===== config.mk =====
export PLATFORM = sky130hd
export DESIGN_NAME = compass_heading_calibrated
export DESIGN_NICKNAME = d
export VERILOG_FILES = /design/src/hw/rtl/chc_pkg.sv /design/src/hw/rtl/compass_heading_calibrated.sv
export SDC_FILE = /design/constraint.sdc
export NUM_CORES = 2
export LEC_CHECK = 0
export BUFFER_PORTS_ARGS = -buffer_cell sky130_fd_sc_hd__buf_2
export CAP_MARGIN = 20
export CORE_MARGIN = 2
export CORE_UTILIZATION = 45
export CTS_CLUSTER_DIAMETER = 100
export DETAILED_ROUTE_END_ITERATION = 10
export SYNTH_ARGS = -nofsm -noshare
export SYNTH_HDL_FRONTEND = slang
export SYNTH_SLANG_ARGS = --single-unit

===== constraint.sdc =====
create_clock -name clk -period 9.6 [get_ports clk]
set_clock_uncertainty 0.2 [all_clocks]
set_input_delay 0.48 -clock clk [delete_from_list [all_inputs] [get_ports clk]]
set_output_delay 0.48 -clock clk [all_outputs]
set_load 0.02 [all_outputs]

===== src/hw/rtl/chc_pkg.sv =====
// chc_pkg: shared types, constants and the arctangent table for the
// calibrated compass heading block. No dependencies.
package chc_pkg;

	localparam int CAL_SAMPLES_DEF  = 70;
	localparam int AVG_SAMPLES_DEF  = 10;
	localparam int CORDIC_STEPS_DEF = 16;

	localparam int XW = 21;  // CORDIC x/y width
	localparam int ZW = 27;  // CORDIC angle width, degrees Q16

	localparam logic signed [ZW-1:0] ANG_180 = ZW'(180 * 65536);
	localparam logic signed [ZW-1:0] ANG_360 = ZW'(360 * 65536);
	localparam logic [16:0] Q_ONE = 17'h10000;
	localparam logic [16:0] H_WRAP = 17'd23040;

	typedef enum logic [2:0] {
		ST_IDLE,
		ST_AVGX,
		ST_AVGY,
		ST_NORMX,
		ST_NORMY,
		ST_CORD,
		ST_FIN
	} state_t;

	typedef struct packed {
		logic        neg;
		logic        sat;
		logic [17:0] absn;
		logic [15:0] span;
	} norm_ld_t;

	// atan(2^-i) in degrees Q16
	function automatic logic signed [ZW-1:0] atan_lut(input logic [4:0] i);
		logic signed [ZW-1:0] r;
		unique case (i)
			5'd0:  r = ZW'(2949120);
			5'd1:  r = ZW'(1740967);
			5'd2:  r = ZW'(919879);
			5'd3:  r = ZW'(466945);
			5'd4:  r = ZW'(234379);
			5'd5:  r = ZW'(117304);
			5'd6:  r = ZW'(58666);
			5'd7:  r = ZW'(29335);
			5'd8:  r = ZW'(14668);
			5'd9:  r = ZW'(7334);
			5'd10: r = ZW'(3667);
			5'd11: r = ZW'(1833);
			5'd12: r = ZW'(917);
			5'd13: r = ZW'(458);
			5'd14: r = ZW'(229);
			5'd15: r = ZW'(115);
			5'd16: r = ZW'(57);
			5'd17: r = ZW'(29);
			5'd18: r = ZW'(14);
			5'd19: r = ZW'(7);
			5'd20: r = ZW'(4);
			5'd21: r = ZW'(2);
			5'd22: r = ZW'(1);
			default: r = '0;
		endcase
		return r;
	endfunction

	// numerator 2*(a-lo)-span, its magnitude and the saturation check
	function automatic norm_ld_t norm_load(input logic signed [15:0] a,
			input logic signed [15:0] lo, input logic signed [15:0] hi);
		norm_ld_t r;
		logic signed [18:0] n;
		logic signed [16:0] sd;
		n = (19'(a) <<< 1) - 19'(lo) - 19'(hi);
		sd = 17'(hi) - 17'(lo);
		r.span = sd[15:0];
		r.neg = n[18];
		r.absn = n[18] ? 18'(-n) : 18'(n);
		r.sat = r.absn >= {1'b0, r.span, 1'b0};
		return r;
	endfunction

endpackage


===== src/hw/rtl/compass_heading_calibrated.sv =====
// compass_heading_calibrated: min/max calibration, averaging, normalization
// by a shared restoring divider and CORDIC atan2 heading. Uses chc_pkg.
// Heading runs pass the averaging, the one-bit-per-cycle divider and the single
// CORDIC stage; a span error skips divider and CORDIC. Samples that do not end
// a run are taken in idle. One item in work at a time; the next transfer is
// taken the cycle after the result is loaded into the output register.
// Reset: calibration to full 16-bit range, counters and sums cleared.
module compass_heading_calibrated import chc_pkg::*; #(
	parameter int CAL_SAMPLES  = CAL_SAMPLES_DEF,
	parameter int AVG_SAMPLES  = AVG_SAMPLES_DEF,
	parameter int CORDIC_STEPS = CORDIC_STEPS_DEF
) (
	input  logic               clk,
	input  logic               arst_n,
	input  logic               in_valid,
	output logic               in_ready,
	input  logic               req_type,
	input  logic signed [15:0] mag_x,
	input  logic signed [15:0] mag_y,
	output logic               out_valid,
	input  logic               out_ready,
	output logic               result_kind,
	output logic [14:0]        heading,
	output logic               span_error
);

	// ceil(2^23 / AVG_SAMPLES), exact truncation for sums below 2^19
	localparam logic [23:0] AVG_RECIP = 24'(((1 << 23) + AVG_SAMPLES - 1) / AVG_SAMPLES);

	state_t state_q, state_d;

	logic signed [15:0] cal_min_x_q, cal_max_x_q, cal_min_y_q, cal_max_y_q;
	logic signed [15:0] run_min_x_q, run_max_x_q, run_min_y_q, run_max_y_q;
	logic [6:0] cal_count_q;
	logic [3:0] avg_count_q;
	logic signed [19:0] sum_x_q, sum_y_q;
	logic signed [15:0] ax_q;
	logic signed [17:0] qx_q;
	logic [15:0] rem_q, div_q;
	logic [19:0] dq_q;
	logic [4:0] it_q;
	logic neg_q, sat_q;
	logic signed [XW-1:0] x_q, y_q;
	logic signed [ZW-1:0] z_q;
	logic kind_q;
	logic [14:0] head_q;
	logic out_valid_q, result_kind_q, span_error_q;
	logic [14:0] heading_q;

	logic acc, span_bad, fin_ld, it_last;
	logic signed [15:0] rmin_x, rmax_x, rmin_y, rmax_y;
	logic [6:0] cal_cnt_nxt;
	logic [3:0] avg_cnt_nxt;
	logic signed [19:0] sx_nxt, sy_nxt;
	logic [16:0] r2, r2_sub;
	logic r2_ge;
	logic [16:0] nmag;
	logic [19:0] avg_mag;
	logic avg_neg;
	logic [43:0] avg_prod;
	logic signed [15:0] avg_val;
	logic signed [17:0] q_val;
	norm_ld_t nl;
	logic signed [XW-1:0] xs, ys;
	logic signed [ZW-1:0] ang, zw;
	logic [16:0] hfull;

	function automatic logic signed [XW-1:0] q_val_x_abs(input logic signed [17:0] q);
		return q[17] ? -XW'(q) : XW'(q);
	endfunction

	assign acc = in_valid && in_ready;
	assign span_bad = (cal_max_x_q == cal_min_x_q) || (cal_max_y_q == cal_min_y_q);
	assign fin_ld = (state_q == ST_FIN) && (!out_valid_q || out_ready);
	assign it_last = (it_q == '0);

	always_comb begin
		if (cal_count_q == '0) begin
			rmin_x = mag_x; rmax_x = mag_x;
			rmin_y = mag_y; rmax_y = mag_y;
		end else begin
			rmin_x = (mag_x < run_min_x_q) ? mag_x : run_min_x_q;
			rmax_x = (mag_x > run_max_x_q) ? mag_x : run_max_x_q;
			rmin_y = (mag_y < run_min_y_q) ? mag_y : run_min_y_q;
			rmax_y = (mag_y > run_max_y_q) ? mag_y : run_max_y_q;
		end
	end

	assign cal_cnt_nxt = cal_count_q + 7'd1;
	assign avg_cnt_nxt = avg_count_q + 4'd1;
	assign sx_nxt = sum_x_q + 20'(mag_x);
	assign sy_nxt = sum_y_q + 20'(mag_y);

	// run average by reciprocal multiply, truncated toward zero
	always_comb begin
		if (state_q == ST_AVGX) begin
			avg_neg = sum_x_q[19];
			avg_mag = sum_x_q[19] ? 20'(-sum_x_q) : 20'(sum_x_q);
		end else begin
			avg_neg = sum_y_q[19];
			avg_mag = sum_y_q[19] ? 20'(-sum_y_q) : 20'(sum_y_q);
		end
	end
	assign avg_prod = 44'(avg_mag) * 44'(AVG_RECIP);
	assign avg_val = avg_neg ? -16'(avg_prod[43:23]) : 16'(avg_prod[43:23]);

	// shared divider step
	assign r2 = {rem_q, dq_q[19]};
	assign r2_ge = r2 >= {1'b0, div_q};
	assign r2_sub = r2 - {1'b0, div_q};

	// quotient of the finishing division (final bit folded in)
	always_comb begin
		logic [19:0] qf;
		qf = {dq_q[18:0], r2_ge};
		nmag = (sat_q || qf[16:0] > Q_ONE) ? Q_ONE : qf[16:0];
		q_val = neg_q ? -18'(nmag) : 18'(nmag);
	end

	always_comb begin
		if (state_q == ST_AVGY)
			nl = norm_load(ax_q, cal_min_x_q, cal_max_x_q);
		else
			nl = norm_load(ax_q, cal_min_y_q, cal_max_y_q);
	end

	assign xs = x_q >>> it_q;
	assign ys = y_q >>> it_q;
	assign ang = atan_lut(it_q);

	always_comb begin
		logic signed [ZW-1:0] zn, zp;
		zn = (y_q > 0) ? z_q + ang : z_q - ang;
		zp = (zn < 0) ? zn + ANG_360 : zn;
		zw = (zp >= ANG_360) ? zp - ANG_360 : zp;
	end
	assign hfull = 17'((zw + ZW'(512)) >>> 10);

	always_comb begin
		state_d = state_q;
		in_ready = 1'b0;
		unique case (state_q)
			ST_IDLE: begin
				in_ready = 1'b1;
				if (acc) begin
					if (!req_type && 32'(cal_cnt_nxt) >= CAL_SAMPLES)
						state_d = ST_FIN;
					else if (req_type && 32'(avg_cnt_nxt) >= AVG_SAMPLES)
						state_d = ST_AVGX;
				end
			end
			ST_AVGX:  state_d = ST_AVGY;
			ST_AVGY:  state_d = span_bad ? ST_FIN : ST_NORMX;
			ST_NORMX: if (it_last) state_d = ST_NORMY;
			ST_NORMY: if (it_last) state_d = (qx_q == '0 && q_val == '0) ? ST_FIN : ST_CORD;
			ST_CORD:  if (32'(it_q) == CORDIC_STEPS - 1) state_d = ST_FIN;
			ST_FIN:   if (fin_ld) state_d = ST_IDLE;
			default:  state_d = ST_IDLE;
		endcase
	end

	always_ff @(posedge clk or negedge arst_n) begin
		if (!arst_n) state_q <= ST_IDLE;
		else state_q <= state_d;
	end

	always_ff @(posedge clk or negedge arst_n) begin
		if (!arst_n) begin
			cal_min_x_q <= 16'sh8000;
			cal_max_x_q <= 16'sh7fff;
			cal_min_y_q <= 16'sh8000;
			cal_max_y_q <= 16'sh7fff;
			cal_count_q <= '0;
			avg_count_q <= '0;
			sum_x_q <= '0;
			sum_y_q <= '0;
			out_valid_q <= 1'b0;
		end else begin
			if (acc && !req_type) begin
				if (32'(cal_cnt_nxt) >= CAL_SAMPLES) begin
					cal_count_q <= '0;
					cal_min_x_q <= rmin_x;
					cal_max_x_q <= rmax_x;
					cal_min_y_q <= rmin_y;
					cal_max_y_q <= rmax_y;
				end else begin
					cal_count_q <= cal_cnt_nxt;
				end
			end
			if (acc && req_type) begin
				sum_x_q <= sx_nxt;
				sum_y_q <= sy_nxt;
				avg_count_q <= (32'(avg_cnt_nxt) >= AVG_SAMPLES) ? '0 : avg_cnt_nxt;
			end
			if (state_q == ST_AVGY) begin
				sum_x_q <= '0;
				sum_y_q <= '0;
			end
			if (fin_ld) out_valid_q <= 1'b1;
			else if (out_ready) out_valid_q <= 1'b0;
		end
	end

	always_ff @(posedge clk) begin
		if (acc && !req_type) begin
			run_min_x_q <= rmin_x;
			run_max_x_q <= rmax_x;
			run_min_y_q <= rmin_y;
			run_max_y_q <= rmax_y;
			kind_q <= 1'b1;
			head_q <= '0;
		end
		if (acc && req_type) begin
			kind_q <= 1'b0;
			head_q <= '0;
		end
		unique case (state_q)
			ST_AVGX: ax_q <= avg_val;
			ST_AVGY, ST_NORMX, ST_NORMY: begin
				if (state_q != ST_AVGY && !it_last) begin
					rem_q <= r2_ge ? r2_sub[15:0] : r2[15:0];
					dq_q <= {dq_q[18:0], r2_ge};
					it_q <= it_q - 5'd1;
				end else if (state_q == ST_NORMY) begin
					x_q <= q_val_x_abs(qx_q);
					y_q <= qx_q[17] ? -XW'(q_val) : XW'(q_val);
					z_q <= qx_q[17] ? ANG_180 : '0;
					it_q <= '0;
				end else begin
					if (state_q == ST_AVGY) ax_q <= avg_val;
					else qx_q <= q_val;
					rem_q <= nl.absn[16:1];
					div_q <= nl.span;
					dq_q <= {nl.absn[0], 19'b0};
					neg_q <= nl.neg;
					sat_q <= nl.sat;
					it_q <= 5'd16;
				end
			end
			ST_CORD: begin
				if (y_q > 0) begin
					x_q <= x_q + ys;
					y_q <= y_q - xs;
				end else begin
					x_q <= x_q - ys;
					y_q <= y_q + xs;
				end
				z_q <= (y_q > 0) ? z_q + ang : z_q - ang;
				it_q <= it_q + 5'd1;
				if (32'(it_q) == CORDIC_STEPS - 1)
					head_q <= (hfull >= H_WRAP) ? '0 : hfull[14:0];
			end
			default: ;
		endcase
		if (fin_ld) begin
			result_kind_q <= kind_q;
			heading_q <= span_bad ? '0 : head_q;
			span_error_q <= span_bad;
		end
	end

	assign out_valid = out_valid_q;
	assign result_kind = result_kind_q;
	assign heading = heading_q;
	assign span_error = span_error_q;

	a_ready_idle: assert property (@(posedge clk) disable iff (!arst_n)
		in_ready |-> state_q == ST_IDLE) else $error("ready outside idle");
	a_head_range: assert property (@(posedge clk) disable iff (!arst_n)
		out_valid |-> heading < 15'd23040) else $error("heading out of range");
	a_cal_zero: assert property (@(posedge clk) disable iff (!arst_n)
		(out_valid && (result_kind || span_error)) |-> heading == '0)
		else $error("nonzero heading on calibration or error result");

endmodule


## Yosys cells after proc, flatten, opt, wreduce, memory -nomap -nowiden

Memory sizes are Yosys's and may differ from the RTL's. A register that Yosys moved wholly into a read port is not among the register bits.
Cells that the tools add are included.

| word-level totals | value |
|---|---|
| register bits | 378 |
| latch bits | 0 |
| RAM bits | 0 |
| memory bits (read-only) | 704 |
| word-level logic and storage cells | 205 |
| memories kept | 1 |

Memory list:

| memory | words | width | read ports | clocked after Yosys merged registers in | write ports | RTL line | text |
|---|---|---|---|---|---|---|---|
| (no name shown) | 32 | 22 | 1 | 1 | 0 | chc_pkg.sv:37 | `unique case (i)` |

| cells by class | value |
|---|---|
| add/sub/neg operators | 30 |
| multiply operators | 1 |
| divide/modulo/power cells | 0 |
| magnitude comparators | 14 |
| eq/ne operators | 21 |
| shift-type cells | 2 |
| mux-type cells | 72 |
| bitwise operators | 3 |
| reduce and logical (&&, ||, !) cells | 31 |

Operators with widths:

| kind | number |
|---|---|
| two-way mux 16 bit | 15 |
| two-way mux 20 bit | 9 |
| two-way mux 21 bit | 8 |
| two-way mux 27 bit | 5 |
| one-hot mux 21 bit (2 select lines) | 2 |
| two-way mux 15 bit | 5 |
| two-way mux 18 bit | 3 |
| one-hot mux 27 bit (2 select lines) | 1 |
| subtractor 16 bit | 3 |
| adder 21 bit | 2 |
| negation 18 -> 21 bit | 2 |
| >>> shifter 21 x 5 -> 21 bit | 2 |
| subtractor 21 bit | 2 |
| adder 20 x 16 -> 20 bit | 2 |
| negation 20 bit | 2 |
| multiplier 20 x 20 -> 39 bit, second input constant | 1 |
| subtractor 18 x 16 -> 19 bit | 2 |
| greater-or-equal comparator 18 x 17 -> 1 bit | 2 |
| logical NOT 18 bit | 2 |
| two-way mux 36 bit | 1 |
| negation 18 bit | 2 |
| subtractor 17 x 16 -> 18 bit | 2 |
| == test 16 bit | 2 |
| > comparator 16 bit | 2 |
| 51 further kinds | 95 |

## Longest topological paths before layout

| depth | value |
|---|---|
| depth after elaboration | 11 |
| mapped depth | 37 |

## Worst setup path after synthesis

Ideal clock, no wire load.

| path | value |
|---|---|
| path kind | flip-flop to flip-flop |
| from | reg sum_y_q[4] |
| to | reg ax_q[14] (data pin) |
| library setup time | 0.271 ns |
| arrival time | 9.315 ns |
| required time | 9.129 ns |
| path slack | -0.186 ns |
| stages on the path, launching flop included | 38 |
| path through | dfrtp_1 -> or4_1 -> or4_1 -> or2_2 -> nor3_1 -> nand3_1 -> or2_2 -> o21ai_0 -> xor2_1 -> o21ai_0 -> ha_1 -> inv_1 -> fa_1 -> inv_1 -> ha_1 -> inv_1 -> fa_1 -> fa_1 -> [... 2 more ...] -> fa_1 -> ha_1 -> a21o_1 -> a21o_1 -> a21o_1 -> a21o_1 -> a21oi_1 -> o211a_1 -> o21ai_1 -> and3_1 -> a21oi_1 -> a21oi_1 -> a211o_1 -> clkbuf_1 -> or3b_2 -> a21oi_1 -> a2111oi_0 -> xnor2_1 |

| on the way | value |
|---|---|
| word-level cells in the longest chain between the ends | 10 |

RTL lines:

| element | RTL line | text |
|---|---|---|
| start: declaration | compass_heading_calibrated.sv:36 | `logic signed [19:0] sum_x_q, sum_y_q;` |
| start signal: assignment | compass_heading_calibrated.sv:192 | `sum_y_q <= sy_nxt;` |
| negation 20 bit | compass_heading_calibrated.sv:101 | `avg_mag = sum_y_q[19] ? 20'(-sum_y_q) : 20'(sum_y_q);` |
| two-way mux 20 bit * | compass_heading_calibrated.sv:101 |  |
| two-way mux 20 bit * | compass_heading_calibrated.sv:96 | `if (state_q == ST_AVGX) begin` |
| multiplier 20 x 20 -> 39 bit * | compass_heading_calibrated.sv:104 | `assign avg_prod = 44'(avg_mag) * 44'(AVG_RECIP);` |
| negation 16 bit | compass_heading_calibrated.sv:105 | `assign avg_val = avg_neg ? -16'(avg_prod[43:23]) : 16'(avg_prod[43:23]);` |
| two-way mux 16 bit * | compass_heading_calibrated.sv:105 |  |
| net avg_val[14] | compass_heading_calibrated.sv:61 | `logic signed [15:0] avg_val;` |
| two-way mux 16 bit | compass_heading_calibrated.sv:230 | `if (state_q == ST_AVGY) ax_q <= avg_val;` |
| two-way mux 16 bit | compass_heading_calibrated.sv:224 | `end else if (state_q == ST_NORMY) begin` |
| two-way mux 16 bit | compass_heading_calibrated.sv:220 | `if (state_q != ST_AVGY && !it_last) begin` |
| one-hot mux 16 bit (2 select lines) * | compass_heading_calibrated.sv:217 | `unique case (state_q)` |
| end signal: assignment | compass_heading_calibrated.sv:218 | `ST_AVGX: ax_q <= avg_val;` |
| end signal: assignment | compass_heading_calibrated.sv:230 |  |
| end: declaration | compass_heading_calibrated.sv:37 | `logic signed [15:0] ax_q;` |

Mark *: on every way through the listed nets, which the timed path passes. The rest lies on a longest branch. The select of a mux whose other input is x is not followed.
A chain may end at the register's enable or synchronous reset.

## Final worst setup path

| path | value |
|---|---|
| from | reg sum_y_q[5] |
| to | reg ax_q[9] (data pin) |

Same word-level chain as after synthesis.

==> results.md <==
- Vias post-DR: 34330
- Fin crit period: 9.305 ns
- Post-synth net total: 5488
- R2R Path Start: sum_y_q[5]$_DFFE_PN0P_
- Detailed Routing Iterations Pass 1: 6
- CP Launch Type: flop
- Core area: 94870 µm²
- Pre-CTS setup slack: -0.3661 ns
- Post-Route WL: 115300 µm
- Final setup viols: 0
- Fin nets: 5591
- CTS Buf Count: 48
- FF+latch count, synth: 400
- Routed len/inst: 18.77 µm
- Io pins: 56
- Vias in the first global route: 33140
- Most frequent cell on the critical path: fa_1
- WP data arrival: 9.46 ns
- Die Wd: 313.0 µm
- # port buffers: 55
- Setup WS post-layout: 0.2949 ns
- Ratio of final minimum period to clock period: 96.93%
- Die ar.: 97990 µm²
- Most frequent cells in the layout: inv_1, ha_1, nand2_1
- # clock sinks: 400
- Prevailing post-synth register cell: edfxtp_1
- Initial antenna violation count: 2
- Final hold violations: 0
- Final HPWL DP: 92030 µm
- Critical Path RT: 9.75 ns
- Max Clk Rate: 107.5 MHz
- Total GRT Usage: 23.33%
- Synth Cell Area: 42980 µm²
- Synth cell types: 98
- Die height: 313.0 µm
- Area grow syn2layout: 10.43%
- Residual DRC count: 0
- Worst R2R Setup Slack: 0.29 ns
- Worst flop-to-flop path endpoint: ax_q[9]$_DFFE_PP_
- Hold endpoint: run_min_x_q[0]$_DFFE_PP_
- Gr ovfl total: 0
- Row count: 113
- Largest net degree at the start of global routing: 88
- Global-route wire length before repair: 184300 µm
- EDFF count, synth: 243
- Max incr delay on CP: 0.55 ns
- Outcome: complete, no violations
- Antenna cell count: 0
- Clk slew on worst S/H paths: 0.06 ns
- TritonCTS clock tree: yes
- Seq/Total Area, Yosys: 25.77%
- Relative slew slack: 24.98%
- Leading cell type in the layout, fill and taps excluded: inv_1
- Slowest CP cell: fa_1
- Final Max Tran Viols: 0
- Min-Delay Startpoint: mag_x[0]
- Initial DRC count: 2429
- Layout cell share with drive strength beyond 1: 12.23%
- Post-synthesis cell count: 4737
- Post-route ant nets: 0
- Later-pin clock latency in the skew report: 0.62 ns
- Vias per Instance: 5.586
- Avg Synthesized Cell Area: 9.072 µm²
- CP Max Fanout: 3
- CTS H-tree lvls: 2
- Slew @ Worst Pin: 1.125 ns
- FFs w/ async S/R, synth: 29.75%
- Placer Congestion: 0.9514
- Crit path kind: reg2reg
- Max Cap Violations: 0
- Synth warn: 0
- Root buffer cell: clkbuf_16
- Clock Tree Buf Depth: 3
- Crit. End Element: flop
- Initial cell density of the core: 45.30%
- Hold depth: 2
- Worst setup path start: sum_y_q[5]$_DFFE_PN0P_
- Min-delay worst type: in2reg
- Reg2Reg Depth: 36
[worst max-delay path: cells and delay by family, from the launching register on]
kind            cells  cell delay (ns)
fa+ha+maj           8             3.35
simple gates       10             2.83
compound gates     10             1.58
buf+inv             6             0.49
flops               1             0.37
xor+xnor            2             0.25
[synth_stat cells, types with 25 or more instances]
master / n / area share [%]
a21oi_1: 273 / 3.2
o21ai_0: 311 / 3.6
nor4_1: 37 / 0.54
and3_1: 46 / 0.67
clkbuf_1: 126 / 1.1
nand2_1: 365 / 3.2
o211ai_1: 34 / 0.59
or4_1: 26 / 0.45
o21a_1: 53 / 0.93
a21o_1: 77 / 1.3
nand2b_1: 40 / 0.58
nor3_1: 88 / 1.0
a211oi_1: 46 / 0.80
ha_1: 535 / 16
o21bai_1: 25 / 0.44
xnor2_1: 228 / 4.6
mux4_2: 25 / 1.3
dfstp_2: 32 / 2.0
or3_1: 37 / 0.54
and2_1: 39 / 0.57
nand3_1: 103 / 1.2
a21boi_0: 35 / 0.61
nor2_1: 304 / 2.7
dfxtp_1: 38 / 1.8
inv_1: 535 / 4.7
edfxtp_1: 243 / 17
nor2b_1: 41 / 0.60
xor2_1: 137 / 2.8
mux2_2: 126 / 3.3
a31oi_1: 38 / 0.55
o31ai_1: 61 / 1.1
fa_1: 179 / 8.3
dfrtp_1: 87 / 5.1
mux2i_1: 87 / 2.0
[layout make-up]
type                    count  area [µm²]
fillers                  8986       47410
repair buffers            208        1476
flip-flops and latches    400       11080
well taps                1265        1583
clock buffers              66        1435
multi-input cells        3644       29630
clock inverters            24       237.7
inverters                 538        2022
[metal layers]
layer | part of all wire, % | global-route usage (%) | routed length [µm]
met1 | 48 | 33.74 | 55700
met3 | 4.4 | 2.415 | 5090
met5 | 0.019 | 0 | 22
met4 | 1.9 | 4.915 | 2186
met2 | 45 | 37.78 | 52340
[sequential cells by signal, indices dropped and copies added (netlist names), 18 cells and up]
register,cells
z_q,27
sum_y_q,20
qx_q,18
y_q,21
sum_x_q,20
x_q,21
ang,22
dq_q,20
[timing repair]
| action | in CTS | in global routing |
|---|---|---|
| pin swaps | 8 | 51 |
| hold endpoints to repair | 52 | 0 |
| buffers inserted | 1 | 6 |
| resized for setup | 19 | 43 |
| setup endpoints to repair | 5 | 8 |
| hold buffers | 1 | 0 |
| cloned | 0 | 0 |
[logic make-up (layout without fill, tap and decap cells)]
group / after synthesis / after routing / synth area share (%)
compound gates: 1110 / 1110 / 16.40
flops: 400 / 400 / 25.77
xor+xnor: 367 / 367 / 7.555
mux: 238 / 238 / 6.638
simple gates: 1215 / 1215 / 13.60
fa+ha+maj: 714 / 714 / 23.91
buf+inv: 693 / 836 / 6.123
[worst max-delay path by stage]
stage                    endpoint  slack, ns  cells after the start
5_1_grt        ax_q[14]$_DFFE_PP_      -0.11                     38
3_3_place_gp   ax_q[14]$_DFFE_PP_      -0.32                     39
6_report        ax_q[9]$_DFFE_PP_       0.29                     36
2_1_floorplan  ax_q[14]$_DFFE_PP_      0.005                     37
4_1_cts        ax_q[14]$_DFFE_PP_       0.01                     39
3_5_place_dp   ax_q[14]$_DFFE_PP_      -0.37                     39
[stage by stage]
step           setup TNS [ns]  utilization, %  hold WS [ns]  cell area (µm²)  std cells
6_report                    0           50.02       0.09912            47460       6145
5_1_grt               -0.3378           50.02       0.09855            47460       6145
4_1_cts                     0           49.73       0.07561            47180       6138
3_5_place_dp          -0.7759           47.87        0.2242            45420       6046
3_3_place_gp          -0.5233           47.87        0.2207            45420       6046
2_1_floorplan               0               -      -0.01559            42980       4737
Power is left out: the tool's default activity adds up to more than one toggle a clock period on the data nets, which glitch-free logic cannot reach.
